==> src/sv/nps_pkg.sv <==
// Shared types and constants for the next-prime search block.
// No dependencies; imported by nps_divider and next_prime_search.
`default_nettype none

package nps_pkg;

    // Default width of the signed start value that takes part in the search.
    localparam int VALUE_WIDTH_DEF = 32;

    // Fixed field and bus widths.
    localparam int START_W     = 32;
    localparam int PRIME_W     = 31;
    localparam int IN_TDATA_W  = 32;
    localparam int OUT_TDATA_W = 32;

    // Status that the remainder unit returns to the sequencer.
    typedef struct packed {
        logic done;       // one-cycle pulse, the remainder is final
        logic rem_zero;   // the divisor divides the dividend exactly
    } t_div_stat;

endpackage

`default_nettype wire

==> src/sv/nps_divider.sv <==
// Iterative restoring divider that produces only the remainder, one bit per cycle.
// Depends on nps_pkg for the status struct.
`default_nettype none

module nps_divider
    import nps_pkg::*;
#(
    parameter int VALUE_WIDTH = VALUE_WIDTH_DEF
) (
    input  wire logic                   i_clk,
    input  wire logic                   i_rst_n,
    input  wire logic                   i_start,
    input  wire logic [VALUE_WIDTH-1:0] i_dividend,
    input  wire logic [VALUE_WIDTH-1:0] i_divisor,
    output t_div_stat                   o_stat
);

    localparam int CW = $clog2(VALUE_WIDTH + 1);

    logic [VALUE_WIDTH-1:0] r_rem;
    logic [VALUE_WIDTH-1:0] r_quo;
    logic [VALUE_WIDTH-1:0] r_divisor;
    logic [CW-1:0]          r_cnt;
    logic                   r_busy;
    logic                   r_done;
    logic                   r_rem_zero;

    logic [VALUE_WIDTH:0]   rem_sh;
    logic [VALUE_WIDTH:0]   div_ext;
    logic [VALUE_WIDTH-1:0] n_rem;

    // One restoring step: shift in the next dividend bit, subtract if it fits.
    always_comb begin
        rem_sh  = {r_rem, r_quo[VALUE_WIDTH-1]};
        div_ext = {1'b0, r_divisor};
        if (rem_sh >= div_ext) begin
            n_rem = VALUE_WIDTH'(rem_sh - div_ext);
        end else begin
            n_rem = VALUE_WIDTH'(rem_sh);
        end
    end

    always_ff @(posedge i_clk) begin
        if (!i_rst_n) begin
            r_busy     <= 1'b0;
            r_done     <= 1'b0;
            r_cnt      <= '0;
            r_rem_zero <= 1'b0;
        end else begin
            // The done pulse follows the last shift-subtract step.
            r_done <= r_busy && !i_start && (r_cnt == CW'(1));
            if (i_start) begin
                r_busy    <= 1'b1;
                r_cnt     <= CW'(VALUE_WIDTH);
                r_rem     <= '0;
                r_quo     <= i_dividend;
                r_divisor <= i_divisor;
            end else if (r_busy) begin
                r_rem <= n_rem;
                r_quo <= {r_quo[VALUE_WIDTH-2:0], 1'b0};
                r_cnt <= r_cnt - 1'b1;
                if (r_cnt == CW'(1)) begin
                    r_busy     <= 1'b0;
                    r_rem_zero <= (n_rem == '0);
                end
            end
        end
    end

    assign o_stat.done     = r_done;
    assign o_stat.rem_zero = r_rem_zero;

endmodule

`default_nettype wire

==> src/sv/next_prime_search.sv <==
// Top level of the next-prime search: handshake, candidate/divisor sequencer, result register.
// Depends on nps_pkg and nps_divider.
`default_nettype none

// This block takes one signed start value per input item and returns one result item
// holding the smallest prime that is greater than or equal to it; any start value of one
// or less, negative values included, gives 2. Only the low VALUE_WIDTH bits of the start
// value are used, read as a two's complement number of that width. Candidates are tried
// in rising order, and each one is tested by trial division with divisors from 2 up to
// the square root of the candidate. The divisor square is kept up to date by adding
// 2d+1 each time the divisor steps, so no multiplier is needed. All divisions run on a
// single shared remainder unit that retires one quotient bit per cycle. Each trial
// division takes the square compare, the launch of the remainder unit, VALUE_WIDTH
// shift-subtract steps and the return of the result. The time for an item is therefore
// data dependent and grows with the total number of trial divisions over all candidates
// tried. Any start value near 2^31 ends on a prime that needs about 46000 divisions;
// small start values need far fewer, since the divisors stop at the square root.
// The block takes a new item only while its sequencer is idle; a finished result waits in
// its own output register, so the next item can be accepted while the previous result is
// still unread.
module next_prime_search
    import nps_pkg::*;
#(
    parameter int VALUE_WIDTH = VALUE_WIDTH_DEF
) (
    input  wire logic                   i_clk,
    input  wire logic                   i_rst_n,
    // Input items.
    input  wire logic                   i_s_tvalid,
    output logic                        o_s_tready,
    input  wire logic [IN_TDATA_W-1:0]  i_s_tdata,   // [31:0] start_value (signed)
    // Result items.
    output logic                        o_m_tvalid,
    input  wire logic                   i_m_tready,
    output logic [OUT_TDATA_W-1:0]      o_m_tdata    // [30:0] prime_found, [31] zero
);

    // Divisor width: the divisor never exceeds the square root of the candidate plus one.
    localparam int DW = VALUE_WIDTH / 2 + 2;
    // The divisor square may run just past the candidate before the loop ends.
    localparam int SW = VALUE_WIDTH + 1;

    typedef enum logic [1:0] {
        S_IDLE,
        S_CHECK,
        S_DIV
    } t_state;

    t_state                 r_state;
    logic [VALUE_WIDTH-1:0] r_cand;
    logic [DW-1:0]          r_div;
    logic [SW-1:0]          r_sq;
    logic                   r_out_valid;
    logic [PRIME_W-1:0]     r_out_prime;
    logic                   r_div_start;

    logic [VALUE_WIDTH-1:0] raw;
    logic                   start_small;
    logic                   out_free;
    logic                   sq_past;
    logic                   out_load;
    t_div_stat              div_stat;

    assign raw         = i_s_tdata[VALUE_WIDTH-1:0];
    // Negative values and the values zero and one all go straight to the candidate 2.
    assign start_small = raw[VALUE_WIDTH-1] || (raw <= VALUE_WIDTH'(1));
    assign out_free    = !r_out_valid || i_m_tready;
    // Once the divisor square exceeds the candidate, no divisor was found: it is prime.
    assign sq_past     = (r_sq > SW'(r_cand));
    // A prime is moved into the result register as soon as that register is free.
    assign out_load    = (r_state == S_CHECK) && sq_past && out_free;

    always_ff @(posedge i_clk) begin
        if (!i_rst_n) begin
            r_state     <= S_IDLE;
            r_out_valid <= 1'b0;
            r_div_start <= 1'b0;
        end else begin
            // The remainder unit is launched for every divisor that still needs a test.
            r_div_start <= (r_state == S_CHECK) && !sq_past;
            if (out_load) begin
                r_out_valid <= 1'b1;
            end else if (r_out_valid && i_m_tready) begin
                r_out_valid <= 1'b0;
            end
            case (r_state)
                S_IDLE: begin
                    if (i_s_tvalid) begin
                        r_cand  <= start_small ? VALUE_WIDTH'(2) : raw;
                        r_div   <= DW'(2);
                        r_sq    <= SW'(4);
                        r_state <= S_CHECK;
                    end
                end
                S_CHECK: begin
                    if (sq_past) begin
                        // Hold the prime here until the result register is free.
                        if (out_free) begin
                            r_out_prime <= PRIME_W'(r_cand);
                            r_state     <= S_IDLE;
                        end
                    end else begin
                        r_state <= S_DIV;
                    end
                end
                S_DIV: begin
                    if (div_stat.done) begin
                        if (div_stat.rem_zero) begin
                            // Composite: move to the next candidate and restart the divisors.
                            r_cand <= r_cand + 1'b1;
                            r_div  <= DW'(2);
                            r_sq   <= SW'(4);
                        end else begin
                            // (d+1)^2 = d^2 + 2d + 1
                            r_div <= r_div + 1'b1;
                            r_sq  <= r_sq + SW'({r_div, 1'b1});
                        end
                        r_state <= S_CHECK;
                    end
                end
                default: begin
                    r_state <= S_IDLE;
                end
            endcase
        end
    end

    nps_divider #(
        .VALUE_WIDTH (VALUE_WIDTH)
    ) u_divider (
        .i_clk      (i_clk),
        .i_rst_n    (i_rst_n),
        .i_start    (r_div_start),
        .i_dividend (r_cand),
        .i_divisor  (VALUE_WIDTH'(r_div)),
        .o_stat     (div_stat)
    );

    assign o_s_tready = (r_state == S_IDLE);
    assign o_m_tvalid = r_out_valid;
    assign o_m_tdata  = OUT_TDATA_W'(r_out_prime);

endmodule

`default_nettype wire
==> config.mk <==
export PLATFORM = sky130hd
export DESIGN_NAME = next_prime_search
export DESIGN_NICKNAME = d
export VERILOG_FILES = /design/src/sv/nps_pkg.sv /design/src/sv/nps_divider.sv /design/src/sv/next_prime_search.sv
export SDC_FILE = /design/constraint.sdc
export NUM_CORES = 1
export LEC_CHECK = 0
export ABC_AREA = 1
export BUFFER_PORTS_ARGS = -buffer_cell sky130_fd_sc_hd__buf_2
export CAP_MARGIN = 0
export CELL_PAD_IN_SITES_DETAIL_PLACEMENT = 0
export CELL_PAD_IN_SITES_GLOBAL_PLACEMENT = 1
export CORE_UTILIZATION = 47
export CTS_CLUSTER_SIZE = 30
export DETAILED_ROUTE_END_ITERATION = 7
export HOLD_SLACK_MARGIN = 0.12
export PLACE_DENSITY_LB_ADDON = 0.15
export SLEW_MARGIN = 20
export SYNTH_ARGS = -nofsm -noshare
export SYNTH_HDL_FRONTEND = slang
export SYNTH_HIERARCHICAL = 1
export SYNTH_SLANG_ARGS = --single-unit
==> constraint.sdc <==
create_clock -name i_clk -period 4.9 [get_ports i_clk]
set_input_delay 0.245 -clock i_clk [delete_from_list [all_inputs] [get_ports i_clk]]
set_output_delay 0.245 -clock i_clk [all_outputs]
set_load 0.005 [all_outputs]
==> results.md, run 1 <==
- RSZ-0062 raised after global routing: no
- Full die area: 0.0325 mm²
- Hold-fix buffers, CTS: 32
- Antenna Cells: 0
- IR drop worst, VDD: 0.000222 V
- Die X-Extent: 180 µm
- Run status: completed
- CP most frequent cell: nand2_1
- Detailed Route WL: 41.9 mm
- Crit. Startpoint: u_divider/r_rem[28]$_SDFFCE_PP0P_
- Slew Limit Headroom: 39.6%
- Critical Path RT: 5.38 ns
- Synthesized area per cell: 7.97 µm²
- Via Count: 12600
- Fin util: 54.5%
- Max stage delay on crit path: 0.46 ns
- Setup TNS Final: 0 ns
- YS warnings: 6
- Layout Cells excl Fill: 2407
- Clk slew on worst S/H paths: 0.06 ns
- Sequential area share after synthesis: 44.0%
- Reg-to-reg endpoint: u_divider/r_rem_zero$_SDFFE_PN0P_
- Core Region: 0.0309 mm²
- IO Count: 70
- Async set-reset flop share out of synthesis: 0%
- Starting DRT DRC Count: 953
- Die Ht: 180 µm
- Seq cells post-synth: 223
- Overflow after GRT: 0
- Initial antenna violation count: 0
- Synth Flop Type: edfxtp_1
- DR vias/cell: 5.24
- Area growth, synth to finish: 12.8%
- Final max-slew violation count: 0
- Fmax: 295 MHz
- Pleak: 0.00768 µW
- CTS Buffer Depth: 3
- Nets: 2116
- CP max-delay cell: nor3_1
- Flop2flop setup slack: 1.51 ns
- PD cells: 283 mW/mm²
- GRT Overall Usage: 26.1%
- Commonest cells after routing, fill and taps aside: nand2_1, inv_1, edfxtp_1, nor2_1, a21oi_1
- Layout cells sized above 1: 9.90%
- Initial core utilization: 48.3%
- EDFF count, synth: 210
- Commonest non-fill, non-tap cell in the layout: nand2_1
- Register-to-Register Path Depth: 15
- Final Cycle Share: 69.3%
- Layout Skew: 0.0171 ns
- CTS tree: yes
- CP Class: flop to flop
- Clk_lat worst skew: 0.55 ns
- Tmin final: 3.39 ns
- CTS Root Cell: clkbuf_16
- H-tree depth reported by CTS: 1
- Number of I/O port buffers: 68
- CTS Buf Count: 26
- DR WL/cell: 17.4 µm
- Biggest area consumer among synthesized cells: edfxtp_1
- Num Clock Sinks: 223
- Worst setup SP type: flop
- RD Place Congestion: 0.937
- Setup crit end: u_divider/r_rem_zero$_SDFFE_PN0P_
- Number of global-route vias before repair: 12200
- HPWL Detailed: 32.4 mm
- Routed Antenna Nets: 0
- # resized after CTS: 0
- Worst Tran Pin Value: 0.894 ns
- Critical Path Fanout Max: 36
- Max-Cap Viols: 0
- Final Hold Violating Endpoints: 0
- Largest net degree at the start of global routing: 67
- Synth top area share: 42.2%
- Mapped Cells: 1874
- Min-delay worst type: input port to flop
- Final hold slack: 0.144 ns
- Crit-path cells: ha_1 -> nand2_1 -> nor3_1 -> nand3_1 -> nor2_2 -> nor2_2 -> nand2_4 -> inv_2 -> nand2_1 -> nand2_1 -> nor2_1 -> nand3_1 -> nor2_1 -> nand2_1 -> a21oi_2
- Setup crit end kind: flop
- Floorplan row count: 64
- Final Setup Violations: 0
- Post-Syn Area: 0.0149 mm²
- Worst R2R Start: u_divider/r_rem[28]$_SDFFCE_PP0P_
- First-pass GRT wire length: 66.6 mm
- Drt drc: 0
- First-pass detailed-route iteration total: 7
- Netlist cell types: 63
- Critical path arrival: 3.88 ns
- Placed cell count: 2328
- Top cells by area, synth: edfxtp_1, nand2_1, ha_1
- Post-CTS setup buffers: 0
report_power, final:
| part | switching, µW | internal (µW) |
|---|---|---|
| combinational | 414 | 211 |
| clock | 783 | 1070 |
| sequential | 98.6 | 2190 |
| total | 1300 | 3470 |
per-stage QoR:
stage | cell area (µm²) | setup WS, ns | total power (µW)
2_1_floorplan | 15000 | 0.735 | 2710
3_3_place_gp | 15700 | 1.50 | 2920
3_5_place_dp | 15700 | 1.51 | 2930
4_1_cts | 16800 | 1.48 | 4810
5_1_grt | 16800 | 1.12 | 4980
6_report | 16800 | 1.51 | 4770
synth_stat cells, types with 3 or more instances:
cell / n
nand2_1: 564
nor2_1: 171
o21ai_1: 10
nor3_1: 39
o21ai_0: 55
o21a_1: 10
edfxtp_1: 210
nand3_1: 79
inv_2: 9
nor3b_1: 3
o21bai_1: 3
nand4_1: 39
buf_4: 5
and3_1: 3
nor2_4: 6
nor2_2: 10
nand3b_1: 22
or2_2: 4
dfxtp_1: 13
nand2_4: 4
xnor2_1: 13
nand2_2: 22
xor2_1: 25
a21o_1: 5
o21ai_2: 3
nor4_1: 11
ha_1: 86
clkbuf_1: 21
o22ai_1: 7
a21oi_1: 103
and2_1: 3
nand3_2: 6
inv_1: 267
worst max-delay path: cells and delay by family (launching register included):
family                   cells  cell delay, ns
AND/OR/NAND/NOR             12            2.23
adder cells (fa/ha/maj)      1            0.38
buffers and inverters        1            0.22
flip-flops                   1            0.40
AO/OA/AOI/OAI                1            0.11
layout make-up:
| class | instances | area (µm²) |
|---|---|---|
| clock buffer | 34 | 711 |
| clock inverter | 13 | 113 |
| fill | 2967 | 14100 |
| inverter | 278 | 1040 |
| multi-input combinational | 1352 | 7170 |
| sequential | 223 | 6570 |
| tap | 396 | 495 |
| timing repair buffer | 111 | 743 |
routing by layer:
layer	vias to the layer above	global-route usage, %	part of all wire (%)
met1	5852	32.8	43
met2	279	46.9	50
met5	-	0	0
met3	71	2.69	3.9
li1	6404	-	-
met4	0	8.48	3.2
logic make-up (layout without fill, tap and decap cells):
kind of cell               after synthesis  count (layout)  share of synthesized area (%)
AOI/OAI and AO/OA                      208             208                           7.62
xor gates and xnor gates                38              38                           2.23
adders and majority gates               88              88                           7.47
buffers and inverters                  313             436                           8.55
DFF                                    223             223                           44.0
other                                    1              15                         0.0251
and+or+nand+nor                       1003            1003                           30.1
sequential cells by signal, indices dropped and copies added, names as in the netlist:
signal                count
o_m_tvalid                1
r_cand                   32
r_div                    18
r_div_start               1
r_out_prime              31
r_sq                     33
r_state                   2
u_divider/r_busy          1
u_divider/r_cnt           6
u_divider/r_divisor      32
u_divider/r_done          1
u_divider/r_quo          32
u_divider/r_rem          32
u_divider/r_rem_zero      1
how the worst min path moves through the flow:
stage	start	to	slack, ns	depth (start not counted)
final	i_s_tdata[8]	r_cand[8]$_DFFE_PP_	0.14	3
after global placement	u_divider/r_cnt[0]$_SDFFE_PP0P_	u_divider/r_cnt[0]$_SDFFE_PP0P_	0.48	2
after CTS	i_s_tdata[8]	r_cand[8]$_DFFE_PP_	0.12	3
after detailed placement	u_divider/r_quo[2]$_DFFE_PP_	u_divider/r_quo[3]$_DFFE_PP_	0.50	2
after floorplan	i_rst_n	u_divider/r_cnt[5]$_SDFFE_PN0N_	0.37	2
after global routing	i_s_tdata[21]	r_cand[21]$_DFFE_PP_	0.14	3
No activity file was read; power rests on OpenSTA's default activity.
==> inputs of run 2 (changes only) <==
--- a/config.mk
+++ b/config.mk
@@ -10,7 +10,7 @@
 export CAP_MARGIN = 0
 export CELL_PAD_IN_SITES_DETAIL_PLACEMENT = 0
 export CELL_PAD_IN_SITES_GLOBAL_PLACEMENT = 1
-export CORE_UTILIZATION = 47
+export CORE_UTILIZATION = 43
 export CTS_CLUSTER_SIZE = 30
 export DETAILED_ROUTE_END_ITERATION = 7
 export HOLD_SLACK_MARGIN = 0.12
==> constraint.sdc (replaced) <==
create_clock -name i_clk -period 2.93 [get_ports i_clk]
set_input_delay 0.1465 -clock i_clk [delete_from_list [all_inputs] [get_ports i_clk]]
set_output_delay 0.1465 -clock i_clk [all_outputs]
set_load 0.005 [all_outputs]
==> run 2 against run 1 <==
Net effect:
- global-route usage is 0.76 points lower
- routed wire length is 7.2% higher
- design area is 7.4% higher
- register-to-register slack worse by 1.4 ns
- non-clock buffer count is 73 higher
- sequential cell count stayed put
- setup slack worse by 1.4 ns
- largest cell class unchanged
- largest power group unchanged
- highest routed layer unchanged
==> results.md, run 2 (synthesis gave the netlist of run 1 again) <==
- Run status: completed
- Via Count: 13000 (+3.3%)
- Max-Cap Viols: 0 (unchanged)
- Num Clock Sinks: 223 (unchanged)
- Core Region: 0.0339 mm² (+9.6%)
- Die Ht: 188 µm (+4.5%)
- Min-delay worst type: input port to flop
- Final Hold Violating Endpoints: 0 (unchanged)
- CTS Buffer Depth: 3 (unchanged)
- Clk slew on worst S/H paths: 0.06 ns (about the same)
- Final max-slew violation count: 0 (unchanged)
- CTS Root Cell: clkbuf_16
- Largest net degree at the start of global routing: 52 (-22%)
- DR WL/cell: 17.7 µm (+1.7%)
- PD cells: 482 mW/mm² (+70%)
- Clk_lat worst skew: 0.57 ns (+0.02 ns)
- Commonest non-fill, non-tap cell in the layout: nand2_1
- Overflow after GRT: 0 (unchanged)
- Biggest register: r_sq
- Number of global-route vias before repair: 12800 (+4.3%)
- Final Setup Violations: 0 (unchanged)
- Tmin final: 2.81 ns (-0.583 ns)
- Pleak: 0.00814 µW (+6.1%)
- H-tree depth reported by CTS: 1 (unchanged)
- Slew Limit Headroom: 31.0% (-8.6 points)
- Worst setup SP type: flop
- Initial antenna violation count: 1 (+1)
- CTS tree: yes
- Post-layout power: 8720 µW (+83%)
- Critical Path RT: 3.42 ns (-1.96 ns)
- IO Count: 70 (unchanged)
- Drt drc: 0 (unchanged)
- Die X-Extent: 188 µm (+4.5%)
- HPWL Detailed: 34.9 mm (+7.8%)
- DR vias/cell: 5.14 (-1.9%)
- DP Worst Slack: -0.0844 ns (-1.59 ns)
- Final hold slack: 0.220 ns (+0.0760 ns)
- CP Class: flop to flop
- Critical path arrival: 3.30 ns (-0.58 ns)
- Max reg flops: 33 (unchanged)
- First-pass detailed-route iteration total: 5 (-2)
- Fin util: 53.4% (-1.1 points)
- Floorplan row count: 67 (+4.7%)
- Critical Path Fanout Max: 4 (-89%)
- IR drop worst, VDD: 0.000390 V (+76%)
- Initial core utilization: 44.1% (-4.2 points)
- Layout Skew: 0.0223 ns (+0.00521 ns)
- Layout cells sized above 1: 15.4% (+5.5 points)
- Fmax: 356 MHz (+21%)
- Routed Antenna Nets: 0 (unchanged)
- Final Worst Setup Slack: 0.118 ns (-1.39 ns)
- Setup crit end kind: flop
- Number of I/O port buffers: 68 (unchanged)
- Detailed Route WL: 44.9 mm (+7.2%)
- GRT Overall Usage: 25.4% (-0.76 points)
- Nets: 2192 (+3.6%)
- RD Place Congestion: 0.930 (-0.69%)
- Starting DRT DRC Count: 935 (-1.9%)
- Full die area: 0.0355 mm² (+9.2%)
- RSZ-0062 raised after global routing: yes
- Area growth, synth to finish: 21.2%
- First-pass GRT wire length: 70.2 mm (+5.4%)
- Commonest cells after routing, fill and taps aside: nand2_1, inv_1, edfxtp_1, nor2_1, a21oi_1
- Final Cycle Share: 96.0% (+27 points)
- Worst Tran Pin Value: 1.02 ns (+0.128 ns)
- CTS Buf Count: 27 (+3.8%)
run 2: power by group:
group | total, µW | switching (µW) | leakage (µW) | internal, µW
Clock | 3730 | 1420 | 0.000475 | 2310
Sequential | 3790 | 138 | 0.00205 | 3650
Combinational | 1190 | 755 | 0.00562 | 434
Total | 8720 | 2310 | 0.00814 | 6400
run 2: worst max-delay path, stage by stage (launching register included):
cell and delay, ns:
edfxtp_1 0.36, inv_1 0.08, ha_1 0.16, inv_1 0.11, fa_2 0.39, nand3_1 0.11, nand3_2 0.13, nand2_1 0.11
nand3_2 0.15, nand2_1 0.12, nand3_1 0.12, xor2_1 0.18, nand2_1 0.11, nand2_1 0.13, nor2_1 0.13, nand2_1 0.06
nor2_1 0.10, nand2_1 0.09, a21oi_2 0.11
run 2: worst paths after layout:
check,cells past startpoint,to,start,slack (ns)
setup / recovery,18,u_divider/r_rem_zero$_SDFFE_PN0P_,u_divider/r_quo[31]$_DFFE_PP_,0.12
hold / removal,5,r_cand[22]$_DFFE_PP_,i_s_tdata[31],0.22
setup reg to reg,18,u_divider/r_rem_zero$_SDFFE_PN0P_,u_divider/r_quo[31]$_DFFE_PP_,0.12
hold reg to reg,2,u_divider/r_cnt[0]$_SDFFE_PP0P_,u_divider/r_cnt[0]$_SDFFE_PP0P_,0.50
run 2: final cells by class:
class | count | area [µm²]
antenna | 1 | 2.50
clock buffer | 29 | 683
clock inverter | 20 | 298
fill | 3237 | 15800
inverter | 278 | 1050
multi-input combinational | 1354 | 7550
sequential | 223 | 6570
tap | 448 | 561
timing repair buffer | 184 | 1380
run 2: through the flow:
stage          cells  instance area [µm²]  setup TNS, ns
3_5_place_dp    2447                16300        -0.0844
2_1_floorplan   1888                15000              0
3_3_place_gp    2447                16300        -0.0824
5_1_grt         2536                18100        -0.0286
6_report        2537                18100              0
4_1_cts         2531                17700              0
run 2: timing repair:
action                                  CTS  global route
pin swaps                                 0             8
gates cloned                              0             2
resized for setup                         4            64
hold endpoints to repair                 43             0
hold buffers                             35             0
setup buffers                             0             3
endpoints found under the setup margin    1             2
run 2: per-layer routing:
| metal | global-route usage, % | share of wire [%] | up-vias |
|---|---|---|---|
| met4 | 9.52 | 3.7 | 0 |
| met1 | 33.0 | 44 | 6084 |
| li1 | - | - | 6561 |
| met2 | 43.1 | 48 | 293 |
| met3 | 3.09 | 4.1 | 90 |
| met5 | 0 | 0 | - |
==> inputs of run 3 (changes only) <==
--- a/config.mk
+++ b/config.mk
@@ -7,7 +7,7 @@
 export LEC_CHECK = 0
 export ABC_AREA = 1
 export BUFFER_PORTS_ARGS = -buffer_cell sky130_fd_sc_hd__buf_2
-export CAP_MARGIN = 0
+export CAP_MARGIN = 25
 export CELL_PAD_IN_SITES_DETAIL_PLACEMENT = 0
 export CELL_PAD_IN_SITES_GLOBAL_PLACEMENT = 1
 export CORE_UTILIZATION = 43
@@ -15,7 +15,7 @@
 export DETAILED_ROUTE_END_ITERATION = 7
 export HOLD_SLACK_MARGIN = 0.12
 export PLACE_DENSITY_LB_ADDON = 0.15
-export SLEW_MARGIN = 20
+export SETUP_SLACK_MARGIN = 0.3
 export SYNTH_ARGS = -nofsm -noshare
 export SYNTH_HDL_FRONTEND = slang
 export SYNTH_HIERARCHICAL = 1
==> run 3 against run 2 <==
Net effect:
- non-clock buffer count grew 45
- critical path depth grew 1
- clock power shrank 4%
- combinational power grew 10%
- fmax grew 2.0%
- routed wire length grew 5.1%
- sequential power is essentially flat
- clock skew grew 0.0042 ns
- total power shrank 0.76%
- register-to-register slack gained 0.06 ns
- largest cell class unchanged
==> results.md, run 3 (synthesis gave the netlist of run 1 again) <==
- Core Region: 0.0339 mm² (unchanged)
- Pleak: 0.00840 µW (+3.2%)
- Met2 Usage GRT: 44.1% (+0.98 points)
- CTS tree: yes
- Worst Tran Pin Value: 1.08 ns (+0.0538 ns)
- Post-Place Cell Area: 0.0163 mm² (-0.20%)
- Commonest cells after routing, fill and taps aside: nand2_1, inv_1, edfxtp_1, nor2_1, buf_4
- Detailed Route WL: 47.2 mm (+5.1%)
- Layout Cells excl Fill: 2579 (+1.7%)
- Initial core utilization: 44.1% (unchanged)
- Setup crit end kind: flop
- DR WL/cell: 18.3 µm (+3.4%)
- CTS Buf Count: 26 (-3.7%)
- CTS Buffer Depth: 3 (unchanged)
- PD cells: 462 mW/mm² (-4.0%)
- Final Cycle Share: 94.1% (-1.9 points)
- Critical Path RT: 3.41 ns (about the same)
- Max-Cap Viols: 0 (unchanged)
- Nets: 2235 (+2.0%)
- Die Ht: 188 µm (unchanged)
- Buffers & Inverters on Critical Path: 5 (+3)
- Routed Antenna Nets: 0 (unchanged)
- Commonest non-fill, non-tap cell in the layout: nand2_1
- Critical path arrival: 3.24 ns (-0.06 ns)
- IO Count: 70 (unchanged)
- Final Hold Violating Endpoints: 0 (unchanged)
- Crit-path cells: ha_4 -> nand2_1 -> inv_1 -> nand2_1 -> nor2_4 -> nand2_2 -> nor2_4 -> nor2_4 -> buf_12 -> buf_12 -> buf_6 -> buf_4 -> nand3_2 -> nand3_2 -> nor2_1 -> nand3_1 -> nor2_1 -> nand2_1 -> a21oi_2
- Initial antenna violation count: 1 (unchanged)
- Final max-slew violation count: 0 (unchanged)
- Max reg flops: 33 (unchanged)
- Layout Skew: 0.0265 ns (+0.00420 ns)
- Max stage delay on crit path: 0.46 ns (+0.07 ns)
- H-tree depth reported by CTS: 1 (unchanged)
- Drt drc: 0 (unchanged)
- DR vias/cell: 5.19 (+1.0%)
- Floorplan row count: 67 (unchanged)
- First-pass GRT wire length: 72.5 mm (+3.2%)
- CP max-delay cell: edfxtp_1
- Overflow after GRT: 0 (unchanged)
- Crit. Startpoint: u_divider/r_rem[10]$_SDFFCE_PP0P_
- Final instance area: 0.0187 mm² (+3.4%)
- Met3 GRT Util: 2.50% (-0.60 points)
- Starting DRT DRC Count: 1087 (+16%)
- CTS Root Cell: clkbuf_16
- Number of I/O port buffers: 68 (unchanged)
- Die X-Extent: 188 µm (unchanged)
- RD Place Congestion: 0.940 (+1.0%)
- Area growth, synth to finish: 25.3%
- Clk_lat worst skew: 0.56 ns (about the same)
- Biggest register: r_sq
- IR drop worst, VDD: 0.000370 V (-5.1%)
- Family with the most delay on the worst path: simple AND/OR/NAND/NOR gates
- Num Clock Sinks: 223 (unchanged)
- Largest net degree at the start of global routing: 65 (+25%)
- Busiest grt layer: met2
- Hold_sp: i_s_tdata[31]
- Run status: completed
- Final Setup Violations: 0 (unchanged)
- RSZ-0062 raised after global routing: yes
- Via Count: 13400 (+2.7%)
- HPWL Detailed: 34.8 mm (-0.50%)
- Tmin final: 2.76 ns (-0.0558 ns)
- GRT Overall Usage: 26.1% (+0.71 points)
- CP Class: flop to flop
- Fin util: 55.2% (+1.8 points)
- Critical Path Fanout Max: 9 (+5)
- Slew Limit Headroom: 27.4% (-3.6 points)
- Worst setup SP type: flop
- First-pass detailed-route iteration total: 5 (unchanged)
- Clk slew on worst S/H paths: 0.07 ns (about the same)
- Number of global-route vias before repair: 12800 (+0.38%)
- Fmax: 363 MHz (+2.0%)
- Layout cells sized above 1: 18.2% (+2.8 points)
- Min-delay worst type: input port to flop
- Full die area: 0.0355 mm² (unchanged)
- Worst R2R Start: u_divider/r_rem[10]$_SDFFCE_PP0P_
- Grt met1 use: 36.1% (+3.1 points)
- Placed cell count: 2441 (-0.25%)
[run 3: cell count changes in the layout (fill, tap and decap cells not counted), sizes merged, moves of 3 or more]
cell | before | now
dlygate4sd3 | 35 | 39
buf | 149 | 186
clkbuf | 29 | 32
inv | 279 | 276
clkinv | 10 | 14
[run 3: per-stage QoR]
stage          TNS (ns)  setup WS [ns]  hold slack, ns  total power (µW)
3_5_place_dp     -0.124         -0.124           0.485              4980
4_1_cts               0          0.223           0.206              8620
2_1_floorplan         0          0.193           0.272              4530
5_1_grt               0         0.0677           0.272              8990
6_report              0          0.174           0.241              8650
3_3_place_gp    -0.0810        -0.0810           0.475              4960
[run 3: final timing paths]
check | end | slack (ns) | depth (start not counted)
worst max-delay path | u_divider/r_rem_zero$_SDFFE_PN0P_ | 0.17 | 19
worst min-delay path | r_cand[14]$_DFFE_PP_ | 0.24 | 5
worst max register to register | u_divider/r_rem_zero$_SDFFE_PN0P_ | 0.17 | 19
worst min register to register | u_divider/r_cnt[0]$_SDFFE_PP0P_ | 0.49 | 2
[run 3: per-layer routing]
layer  routed length [µm]  share of wire, %
met4                  935               2.0
met3                 2290               4.9
met2                22300                47
met1                21700                46
met5                    0                 0
[run 3: power by group]
| part | switching, µW | total (µW) | internal (µW) | leakage (µW) |
|---|---|---|---|---|
| registers | 120 | 3770 | 3650 | 0.00205 |
| logic | 812 | 1310 | 498 | 0.00590 |
| clock network | 1400 | 3570 | 2160 | 0.000456 |
| total | 2340 | 8650 | 6320 | 0.00840 |
[run 3: timing repair]
action,in CTS,in global routing
setup endpoints to repair,53,59
setup buffers,14,31
cloned,0,6
hold endpoints to repair,44,0
hold buffers,39,0
resized for setup,57,50
pin swaps,10,21
[run 3: worst register-to-register path, cell delays in order, from the launching register on]
cell and delay [ns]:
edfxtp_1 0.46, ha_4 0.33, nand2_1 0.07, inv_1 0.09
nand2_1 0.13, nor2_4 0.16, nand2_2 0.09, nor2_4 0.12
nor2_4 0.05, buf_12 0.14, buf_12 0.13, buf_6 0.14
buf_4 0.14, nand3_2 0.09, nand3_2 0.10, nor2_1 0.13
nand3_1 0.08, nor2_1 0.08, nand2_1 0.08, a21oi_2 0.11
[run 3: area by class of cell]
class	count	area [µm²]
clock buffers	28	658
repair buffers	229	1830
inverters	278	1050
diodes	1	2.50
well taps	448	561
clock inverters	19	277
flip-flops and latches	223	6570
multi-input cells	1353	7770
fillers	3209	15200
